<file path="src/hdl/prr_pkg.sv">
// Shared types, constants, CRC step and microcode table of the pairing request responder.
`default_nettype none

package prr_pkg;

    localparam int MAX_SLOTS = 32;
    localparam int SLOT_W    = (MAX_SLOTS > 1) ? $clog2(MAX_SLOTS) : 1;
    localparam int CNT_W     = $clog2(MAX_SLOTS + 1);
    localparam int CHK_W     = 8;
    localparam int ADDR_W    = 48;
    localparam int ID_W      = 6;
    localparam int ADDR_BYTES = ADDR_W / 8;
    localparam int BIDX_W    = $clog2(ADDR_BYTES);
    localparam int IN_W      = 56;
    localparam int OUT_W     = 16;
    localparam int PC_W      = 2;

    localparam logic [7:0] CRC_POLY = 8'h07;
    localparam logic [7:0] CRC_INIT = 8'h07;
    localparam logic [7:0] CRC_ZERO_SUB = 8'd8;
    localparam logic [BIDX_W-1:0] LAST_BYTE = BIDX_W'(ADDR_BYTES - 1);

    // Loop condition of a microcode step: when true, jump to the target.
    typedef enum logic [2:0] {
        COND_NEVER,
        COND_NO_INPUT,
        COND_CRC_MORE,
        COND_SCAN_BUSY,
        COND_OUT_FULL
    } cond_t;

    typedef struct packed {
        logic            ld_in;
        logic            crc_en;
        logic            scan_en;
        logic            fin;
        cond_t           cond;
        logic [PC_W-1:0] target;
    } uword_t;

    localparam logic [PC_W-1:0] PC_ACCEPT = PC_W'(0);
    localparam logic [PC_W-1:0] PC_CRC    = PC_W'(1);
    localparam logic [PC_W-1:0] PC_SCAN   = PC_W'(2);
    localparam logic [PC_W-1:0] PC_FINISH = PC_W'(3);

    function automatic uword_t ucode_rom(input logic [PC_W-1:0] pc);
        uword_t w;
        w = '{ld_in: 1'b0, crc_en: 1'b0, scan_en: 1'b0, fin: 1'b0,
               cond: COND_NEVER, target: PC_ACCEPT};
        case (pc)
            PC_ACCEPT:
            begin
                w.ld_in  = 1'b1;
                w.cond   = COND_NO_INPUT;
                w.target = PC_ACCEPT;
            end
            PC_CRC:
            begin
                w.crc_en = 1'b1;
                w.cond   = COND_CRC_MORE;
                w.target = PC_CRC;
            end
            PC_SCAN:
            begin
                w.scan_en = 1'b1;
                w.cond    = COND_SCAN_BUSY;
                w.target  = PC_SCAN;
            end
            PC_FINISH:
            begin
                w.fin    = 1'b1;
                w.cond   = COND_OUT_FULL;
                w.target = PC_FINISH;
            end
            default:
            begin
                w.cond = COND_NEVER;
            end
        endcase
        return w;
    endfunction

    // One byte of CRC-8, MSB first.
    function automatic logic [7:0] crc8_byte(input logic [7:0] crc_in, input logic [7:0] data);
        logic [7:0] c;
        c = crc_in ^ data;
        for (int b = 0; b < 8; b++)
        begin
            if (c[7])
                c = {c[6:0], 1'b0} ^ CRC_POLY;
            else
                c = {c[6:0], 1'b0};
        end
        return c;
    endfunction

endpackage

`default_nettype wire

</file>
<file path="src/hdl/pairing_request_responder_core.sv">
// Top level of the pairing request responder: microcoded sequencer, CRC, table search and append.
`default_nettype none

// Channel      | Dir | Beat contents (lowest bit up)
// -------------+-----+---------------------------------------------------------
// s_axis       | in  | tdata[7:0] check_byte, tdata[55:8] device_address
// m_axis       | out | tdata[7:0] reply_check, [13:8] tracker_id,
//              |     | [14] was_added, [15] was_known
//
// A request runs from acceptance to its reply beat through one accept step,
// six CRC steps (one address byte each), one step per stored entry through
// the table read port and then a drain of the last compare, and one finish
// step. The single-port table read sets the search time.
// Reset clears the step counter, entry count and output valid; the table itself
// holds garbage until written and only entries below the count are compared.
// A reply beat waits in the output register while m_axis_tready is low; the next
// request is still accepted and processed, stalling only at its finish step.

module pairing_request_responder_core
    import prr_pkg::*;
(
    input  wire              clk,
    input  wire              rst_n,
    input  wire              s_axis_tvalid,
    output logic             s_axis_tready,
    input  wire  [IN_W-1:0]  s_axis_tdata,   // check_byte, device_address
    output logic             m_axis_tvalid,
    input  wire              m_axis_tready,
    output logic [OUT_W-1:0] m_axis_tdata    // reply_check, tracker_id, was_added, was_known
);

    // Address table, read one entry per cycle with registered data.
    logic [ADDR_W-1:0] table_mem [MAX_SLOTS];
    logic [ADDR_W-1:0] rd_data_reg;
    logic              tbl_we;
    logic [SLOT_W-1:0] tbl_waddr;
    logic [SLOT_W-1:0] tbl_raddr;

    logic [PC_W-1:0]   pc_reg, pc_next;
    logic [CHK_W-1:0]  chk_reg, chk_next;
    logic [ADDR_W-1:0] addr_reg, addr_next;
    logic [7:0]        crc_reg, crc_next;
    logic [BIDX_W-1:0] bidx_reg, bidx_next;
    logic [CNT_W-1:0]  scan_idx_reg, scan_idx_next;
    logic              cmp_pend_reg, cmp_pend_next;
    logic [SLOT_W-1:0] cmp_idx_reg, cmp_idx_next;
    logic [CNT_W-1:0]  id_reg, id_next;
    logic              known_reg, known_next;
    logic [CNT_W-1:0]  count_reg, count_next;
    logic              out_valid_reg, out_valid_next;
    logic [OUT_W-1:0]  out_data_reg, out_data_next;

    uword_t            uw;
    logic              cond_hit;
    logic              rd_en;
    logic              out_full;
    logic [7:0]        crc_fix;
    logic              crc_ok;
    logic              addr_nz;
    logic              do_add;
    logic [7:0]        cur_byte;

    assign uw       = ucode_rom(pc_reg);
    assign out_full = out_valid_reg && !m_axis_tready;
    assign rd_en    = uw.scan_en && (scan_idx_reg < count_reg);
    assign addr_nz  = (addr_reg != '0);
    assign cur_byte = addr_reg[{bidx_reg, 3'b000} +: 8];
    assign crc_fix  = (crc_reg == 8'd0) ? CRC_ZERO_SUB : crc_reg;
    assign crc_ok   = (crc_fix == chk_reg);
    assign do_add   = uw.fin && !out_full && crc_ok && addr_nz && !known_reg
                      && (count_reg < CNT_W'(MAX_SLOTS));

    assign tbl_we    = do_add;
    assign tbl_waddr = count_reg[SLOT_W-1:0];
    assign tbl_raddr = scan_idx_reg[SLOT_W-1:0];

    assign s_axis_tready = uw.ld_in;
    assign m_axis_tvalid = out_valid_reg;
    assign m_axis_tdata  = out_data_reg;

    always_ff @(posedge clk)
    begin
        if (tbl_we)
            table_mem[tbl_waddr] <= addr_reg;
        rd_data_reg <= table_mem[tbl_raddr];
    end

    // Pick the loop condition named by the control word.
    always_comb
    begin
        case (uw.cond)
            COND_NEVER:     cond_hit = 1'b0;
            COND_NO_INPUT:  cond_hit = !s_axis_tvalid;
            COND_CRC_MORE:  cond_hit = (bidx_reg != LAST_BYTE);
            COND_SCAN_BUSY: cond_hit = rd_en || cmp_pend_reg;
            COND_OUT_FULL:  cond_hit = out_full;
            default:        cond_hit = 1'b0;
        endcase
    end

    always_comb
    begin
        pc_next        = cond_hit ? uw.target : pc_reg + PC_W'(1);
        chk_next       = chk_reg;
        addr_next      = addr_reg;
        crc_next       = crc_reg;
        bidx_next      = bidx_reg;
        scan_idx_next  = scan_idx_reg;
        cmp_pend_next  = cmp_pend_reg;
        cmp_idx_next   = cmp_idx_reg;
        id_next        = id_reg;
        known_next     = known_reg;
        count_next     = count_reg;
        out_valid_next = out_valid_reg;
        out_data_next  = out_data_reg;

        // Drop the reply beat once taken.
        if (out_valid_reg && m_axis_tready)
            out_valid_next = 1'b0;

        // Latch the request and prime the datapath.
        if (uw.ld_in && s_axis_tvalid)
        begin
            chk_next      = s_axis_tdata[CHK_W-1:0];
            addr_next     = s_axis_tdata[CHK_W +: ADDR_W];
            crc_next      = CRC_INIT;
            bidx_next     = '0;
            scan_idx_next = '0;
            cmp_pend_next = 1'b0;
            id_next       = count_reg;
            known_next    = 1'b0;
        end

        // Fold one address byte into the CRC, lowest byte first.
        if (uw.crc_en)
        begin
            crc_next  = crc8_byte(crc_reg, cur_byte);
            bidx_next = bidx_reg + BIDX_W'(1);
        end

        // Issue one table read and compare the data of the read issued in the previous step.
        if (uw.scan_en)
        begin
            if (cmp_pend_reg && addr_nz && (rd_data_reg == addr_reg))
            begin
                id_next    = CNT_W'(cmp_idx_reg);
                known_next = 1'b1;
            end
            cmp_pend_next = rd_en;
            cmp_idx_next  = scan_idx_reg[SLOT_W-1:0];
            if (rd_en)
                scan_idx_next = scan_idx_reg + CNT_W'(1);
        end

        // Decide, append and load the reply beat.
        if (uw.fin && !out_full)
        begin
            if (do_add)
                count_next = count_reg + CNT_W'(1);
            out_valid_next = 1'b1;
            out_data_next  = {known_reg, do_add, ID_W'(id_reg),
                              (crc_ok && (id_reg < CNT_W'(MAX_SLOTS))) ? chk_reg : '0};
        end
    end

    always_ff @(posedge clk or negedge rst_n)
    begin
        if (!rst_n)
        begin
            pc_reg        <= PC_ACCEPT;
            count_reg     <= '0;
            out_valid_reg <= 1'b0;
            cmp_pend_reg  <= 1'b0;
        end
        else
        begin
            pc_reg        <= pc_next;
            count_reg     <= count_next;
            out_valid_reg <= out_valid_next;
            cmp_pend_reg  <= cmp_pend_next;
        end
    end

    always_ff @(posedge clk)
    begin
        chk_reg      <= chk_next;
        addr_reg     <= addr_next;
        crc_reg      <= crc_next;
        bidx_reg     <= bidx_next;
        scan_idx_reg <= scan_idx_next;
        cmp_idx_reg  <= cmp_idx_next;
        id_reg       <= id_next;
        known_reg    <= known_next;
        out_data_reg <= out_data_next;
    end

endmodule

`default_nettype wire

</file>
<file path="config.mk">
export PLATFORM = sky130hd
export DESIGN_NAME = pairing_request_responder_core
export DESIGN_NICKNAME = d
export VERILOG_FILES = /design/src/hdl/prr_pkg.sv /design/src/hdl/pairing_request_responder_core.sv
export SDC_FILE = /design/constraint.sdc
export NUM_CORES = 2
export LEC_CHECK = 0
export BUFFER_PORTS_ARGS = -buffer_cell sky130_fd_sc_hd__buf_2
export CORE_ASPECT_RATIO = 1.1
export CORE_MARGIN = 2
export CORE_UTILIZATION = 56
export CTS_CLUSTER_DIAMETER = 50
export DETAILED_ROUTE_END_ITERATION = 10
export PLACE_DENSITY = 0.84
export SETUP_SLACK_MARGIN = 0.2
export SYNTH_ARGS = -nofsm -noshare
export SYNTH_HDL_FRONTEND = slang
export SYNTH_SLANG_ARGS = --single-unit
export TNS_END_PERCENT = 100
</file>
<file path="constraint.sdc">
create_clock -name clk -period 4.47 [get_ports clk]
set_input_delay 0.2235 -clock clk [delete_from_list [all_inputs] [get_ports clk]]
set_output_delay 0.2235 -clock clk [all_outputs]
set_load 0.1 [all_outputs]
</file>
Word level (Yosys, flattened, before mapping)
Memory sizes are Yosys's and may differ from the RTL's. A register that Yosys moved wholly into a read port is not among the register bits. Cells that the tools add are included.

RAM bits: 1536. Memories kept: 1. Register bits after elaboration: 111. Input port bits: 60.

$add $sub $neg: 4. Shifts and indexed selects: 1. Multiplexer cells: 42. Bitwise gates (word level): 9. Reductions and logical operators: 24. Order comparisons: 3. Eq/ne operators: 10.

Memory list: table_mem (depth 32, bits a word 48, rd ports 1, clocked after memory_dff 1, wr ports 1, RTL line pairing_request_responder_core.sv:33) `logic [ADDR_W-1:0] table_mem [MAX_SLOTS];`.

Operators with widths (number): 8-bit two-way mux (10); 48-bit == test (1); 48-bit nonzero test (1); 48-bit by 7-bit indexed part select with 8-bit output (1); 6-bit two-way mux (6); 3-bit two-way mux (10); 3-bit NOT (8); 5-bit case mux with 4 select lines (1); 1-bit two-way mux (13); 6-bit by 1-bit adder with 6-bit output, second input constant (2); 1-bit logical AND (12); 6-bit less-than comparator, second input constant (2); 8-bit == test (1); 8-bit logical NOT (1); 8-bit bitwise XOR (1); 3-bit by 2-bit == test with 1-bit output, second input constant (2); 6-bit less-than comparator (1); 2-bit nonzero test (3); 2-bit == test, second input constant (2); 1-bit logical NOT (4); 1-bit case mux with 4 select lines (1); 3-bit by 1-bit adder with 3-bit output, second input constant (1); 3-bit by 1-bit == test with 1-bit output, second input constant (1); 3-bit == test, second input constant (1); 7 further kinds (7).

Depth between registers and ports, before layout
Word-level depth: 26. Mapped depth: 9.

Least setup slack after synthesis
Ideal clock, no wire load.

Path type: flip-flop to flip-flop. Start: register out_valid_reg, in the netlist m_axis_tvalid. End: memory table_mem[30][0], enable pin. Clock period less this slack: 4.692 ns. Data required time: 4.016 ns. Setup slack: -0.222 ns. Cell stages (with the launch flop): 8. Arrival time: 4.239 ns. Library setup time: 0.454 ns. Buffers on the path: 1. Cells stage by stage: dfrtp_1 > nand2b_1 > and2_1 > nand2_1 > nor4_1 > buf_2 > nand2_1 > nor2_1.

Word-level cells in the longest chain between the ends: 9.

Ends and longest elaborated chain: from (decl) (RTL line pairing_request_responder_core.sv:50) `logic out_valid_reg, out_valid_next;`; from (signal assigned) (RTL line pairing_request_responder_core.sv:179) `out_valid_reg <= out_valid_next;`; 1-bit logical AND (RTL line pairing_request_responder_core.sv:64) `assign out_full = out_valid_reg && !m_axis_tready;`; 1-bit logical NOT (RTL line pairing_request_responder_core.sv:70) `assign do_add = uw.fin && !out_full && crc_ok && addr_nz && !known_reg`; 1-bit logical AND (4 in a row) (RTL line pairing_request_responder_core.sv:70); 1-bit logical AND (RTL line pairing_request_responder_core.sv:71) `&& (count_reg < CNT_W'(MAX_SLOTS));`; via do_add (RTL line pairing_request_responder_core.sv:60) `logic do_add;`; 1-bit two-way mux (RTL line pairing_request_responder_core.sv:83) `if (tbl_we)`; 1-bit two-way mux (implied by the code) (RTL line pairing_request_responder_core.sv:84) `table_mem[tbl_waddr] <= addr_reg;`; to (decl) (RTL line pairing_request_responder_core.sv:33).

The timed path passes the listed nets, and every way through them passes these cells.

Worst setup path after layout
Start: register crc_reg[6]. End: memory table_mem[1][27], enable pin.

Word-level cells in the longest chain between the ends: 9.

Ends and longest elaborated chain: from (decl) (RTL line pairing_request_responder_core.sv:42) `logic [7:0] crc_reg, crc_next;`; from (signal assigned) (RTL line pairing_request_responder_core.sv:188) `crc_reg <= crc_next;`; 8-bit logical NOT (RTL line pairing_request_responder_core.sv:68) `assign crc_fix = (crc_reg == 8'd0) ? CRC_ZERO_SUB : crc_reg;`; 8-bit two-way mux (*) (RTL line pairing_request_responder_core.sv:68); 8-bit == test (*) (RTL line pairing_request_responder_core.sv:69) `assign crc_ok = (crc_fix == chk_reg);`; 1-bit logical AND (*) (3 in a row) (RTL line pairing_request_responder_core.sv:70); 1-bit logical AND (*) (RTL line pairing_request_responder_core.sv:71); 1-bit two-way mux (*) (RTL line pairing_request_responder_core.sv:83); 1-bit two-way mux (implied by the code) (*) (RTL line pairing_request_responder_core.sv:84).

Every way passes the cells marked *; elsewhere a longest branch is shown, timed or not.

==> results.md <==
- Result of the run: finished clean
- Num rows: 130
- Critical Path Fanout Max: 37
- # Post-CTS Setup Buffers: 0
- #FFs+latches synth: 1,695
- R2r worst-path depth: 8
- Gr usage total: 0.3230
- Final Max Tran Viols: 0
- Final Hold Vio Count: 0
- Cells after Synth: 2,727
- Io pins: 78
- Proportion of layout cells with a drive suffix above 1: 0.3283
- Area contributors post-synth: edfxtp_1 (75%), mux4_2 (17%), dfxtp_1 (1.9%), mux2_2 (0.94%), xor2_1 (0.49%)
- Clock Pin Slew Worst Setup and Hold Paths: 0.07 ns
- Routed Antenna Nets: 0
- Post-layout min period: 4.044 ns
- Die width: 328.5 µm
- Htree depth: 4
- Worst setup path class: flop to flop
- Number of buffers created by CTS: 157
- Largest net degree at the start of global routing: 66
- Max reg flops: 1,536
- Initial Utilization: 0.5666
- Gpl congestion: 0.8754
- Final non-filler cell total: 4,683
- Net Count, Synth: 2,804
- Element type at the critical path start: flop
- Clk Latency, worst-skew pair: 0.78 ns
- Initial antenna violation count: 9
- Power per cell area: 570.9 nW/µm²
- First-iteration detailed-routing DRC count: 6,095
- Clk_skew: 0.03931 ns
- Slew @ Worst Pin: 1.109 ns
- LEAKAGE: 23.03 nW
- Die height: 361 µm
- WHS: 0.1132 ns
- Hold Crit Start: s_axis_tvalid
- Synth cell count leaders: edfxtp_1 (1,624), mux4_2 (484), clkbuf_1 (66)
- Post-synthesis sequential area ratio: 0.7743
- Number of max-cap violations: 0
- Most frequent cell after synthesis: edfxtp_1
- CP arrival: 4.46 ns
- Clock sink count: 1,695
- Setup-failing EPs final: 0
- Mapped cell area: 64,880 µm²
- Cell taking the most area after synthesis: edfxtp_1
- Peak VDD IR: 0.4874 mV
- Async SR Flop Fraction: 0.005900
- WP data required: 4.89 ns
- Vias in the first global route: 34,027
- Worst slew margin: 0.2598
- Placed Instances: 4,334
- Peak Freq: 247.3 MHz
- Vias: 34,167
- TritonCTS clock tree: done
- Length of the first detailed-routing pass in iterations: 6
- FF-to-FF Start: crc_reg[6]
- WHS Endpoint: pc_reg[0]
- Flop2flop setup slack: 0.43 ns
- GRT Residual Overflow: 0
- HP Class: input port to flop
- Placed wire-length estimate: 96,700 µm
- Main synth FF type: edfxtp_1
- Port buffer count: 77
- Nets@finish: 3,111
- Synth Area per Inst: 23.79 µm²
- Yosys warning count: 0
- First-pass GRT wire length: 265,300 µm
- Top cell type's share of synthesized area: 0.7516
- RSZ-0062 raised after global routing: false
- Period utilization: 0.9047
- WL/cell: 40.33 µm
- Layout area overhead: 14.17%
- Drt drc: 0
- Unique cell type count in the Yosys netlist: 50
- Max Buffers Root-to-Sink: 3
- Root buffer cell: clkbuf_16
- Drt via density: 7.296
- Post-Route WL: 188,900 µm
- Hold depth: 5
- RR Endpoint: table_mem[1][27]
- Die area: 118,600 µm²
- Core footprint: 114,500 µm²
- CP endpoint kind: flop
- Number of flops mapped to enable cells by yosys: 1,624
[final cells by class]
class,instances,area (µm²)
Fill cell,6607,40430
Clock buffer,216,4385
Clock inverter,71,754.5
Antenna cell,3,7.507
Inverter,16,60.06
Timing Repair Buffer,281,2515
Multi-Input combinational cell,883,14200
Tap cell,1518,1899
Sequential cell,1695,50260
[timing repair]
action | in CTS | in global routing
endpoints found under the setup margin | 0 | 5
endpoints found under the hold margin | 67 | 0
hold buffers | 59 | 0
gates resized for setup | 0 | 1
[cell usage in the layout, fill, tap and decap left out, types with 40 or more instances in the layout]
cell	netlist	final
clkbuf_1	66	40
buf_2	23	77
edfxtp_1	1624	1624
clkbuf_16	0	161
buf_4	22	109
dfxtp_1	61	56
dlygate4sd3_1	0	59
mux4_2	484	484
mux2_2	54	54
[layer usage]
metal,routed length [µm],up-vias,track usage
met3,22610,842,0.07747
met1,58430,17481,0.3954
met2,93010,3620,0.5266
li1,-,12210,-
met4,14750,14,0.1923
met5,90,-,0
[report_power, final]
| group | internal (W) | total, W | leakage (nW) | switching, W |
|---|---|---|---|---|
| sequential | 0.0185 | 0.0192 | 15.3 | 0.000659 |
| combinational | 0.00411 | 0.00938 | 5.27 | 0.00527 |
| clock | 0.00766 | 0.0137 | 2.50 | 0.00609 |
[worst max-delay path by stage]
stage	start	end	slack [ns]	cells past startpoint
after detailed placement	crc_reg[6]	table_mem[24][37]	0.68	8
after global placement	crc_reg[1]	table_mem[24][18]	0.72	8
final	crc_reg[6]	table_mem[1][27]	0.43	8
after CTS	crc_reg[6]	table_mem[24][40]	0.40	8
after floorplan	m_axis_tvalid	table_mem[30][0]	-0.22	7
after global routing	crc_reg[6]	table_mem[1][27]	0.38	8
[worst max-delay path, stage by stage (launching register included)]
cell and delay (ns):
edfxtp_1 0.52, xor2_1 0.22, nor4_1 0.45, nand4_1 0.22, nor4_2 0.78, nand2_1 0.32
buf_4 0.31, nor2_4 0.42, buf_12 0.31
[through the flow]
step / power (W) / util / setup slack (ns) / cell area (µm²) / setup TNS, ns
after floorplan: 0.02549 / - / -0.2224 / 64880 / -276.56
after CTS: 0.04199 / 0.6468 / 0.3983 / 74070 / 0
final: 0.04229 / 0.6469 / 0.4262 / 74080 / 0
after global routing: 0.04304 / 0.6469 / 0.3779 / 74070 / 0
after global placement: 0.02781 / 0.5968 / 0.7202 / 68340 / 0
after detailed placement: 0.02818 / 0.5968 / 0.6759 / 68340 / 0
[logic make-up (layout without fill, tap and decap cells)]
logic type | count (synthesis) | after routing | share of synthesized area
compound gates | 40 | 40 | 0.003837
other cells | 0 | 3 | 0
simple gates | 194 | 194 | 0.01618
xor+xnor | 69 | 69 | 0.01039
mux | 563 | 563 | 0.1812
fa+ha+maj | 17 | 17 | 0.003278
flops | 1695 | 1695 | 0.7743
buf+inv | 149 | 584 | 0.01080
Note: power is estimated with default switching activity, not from simulation.
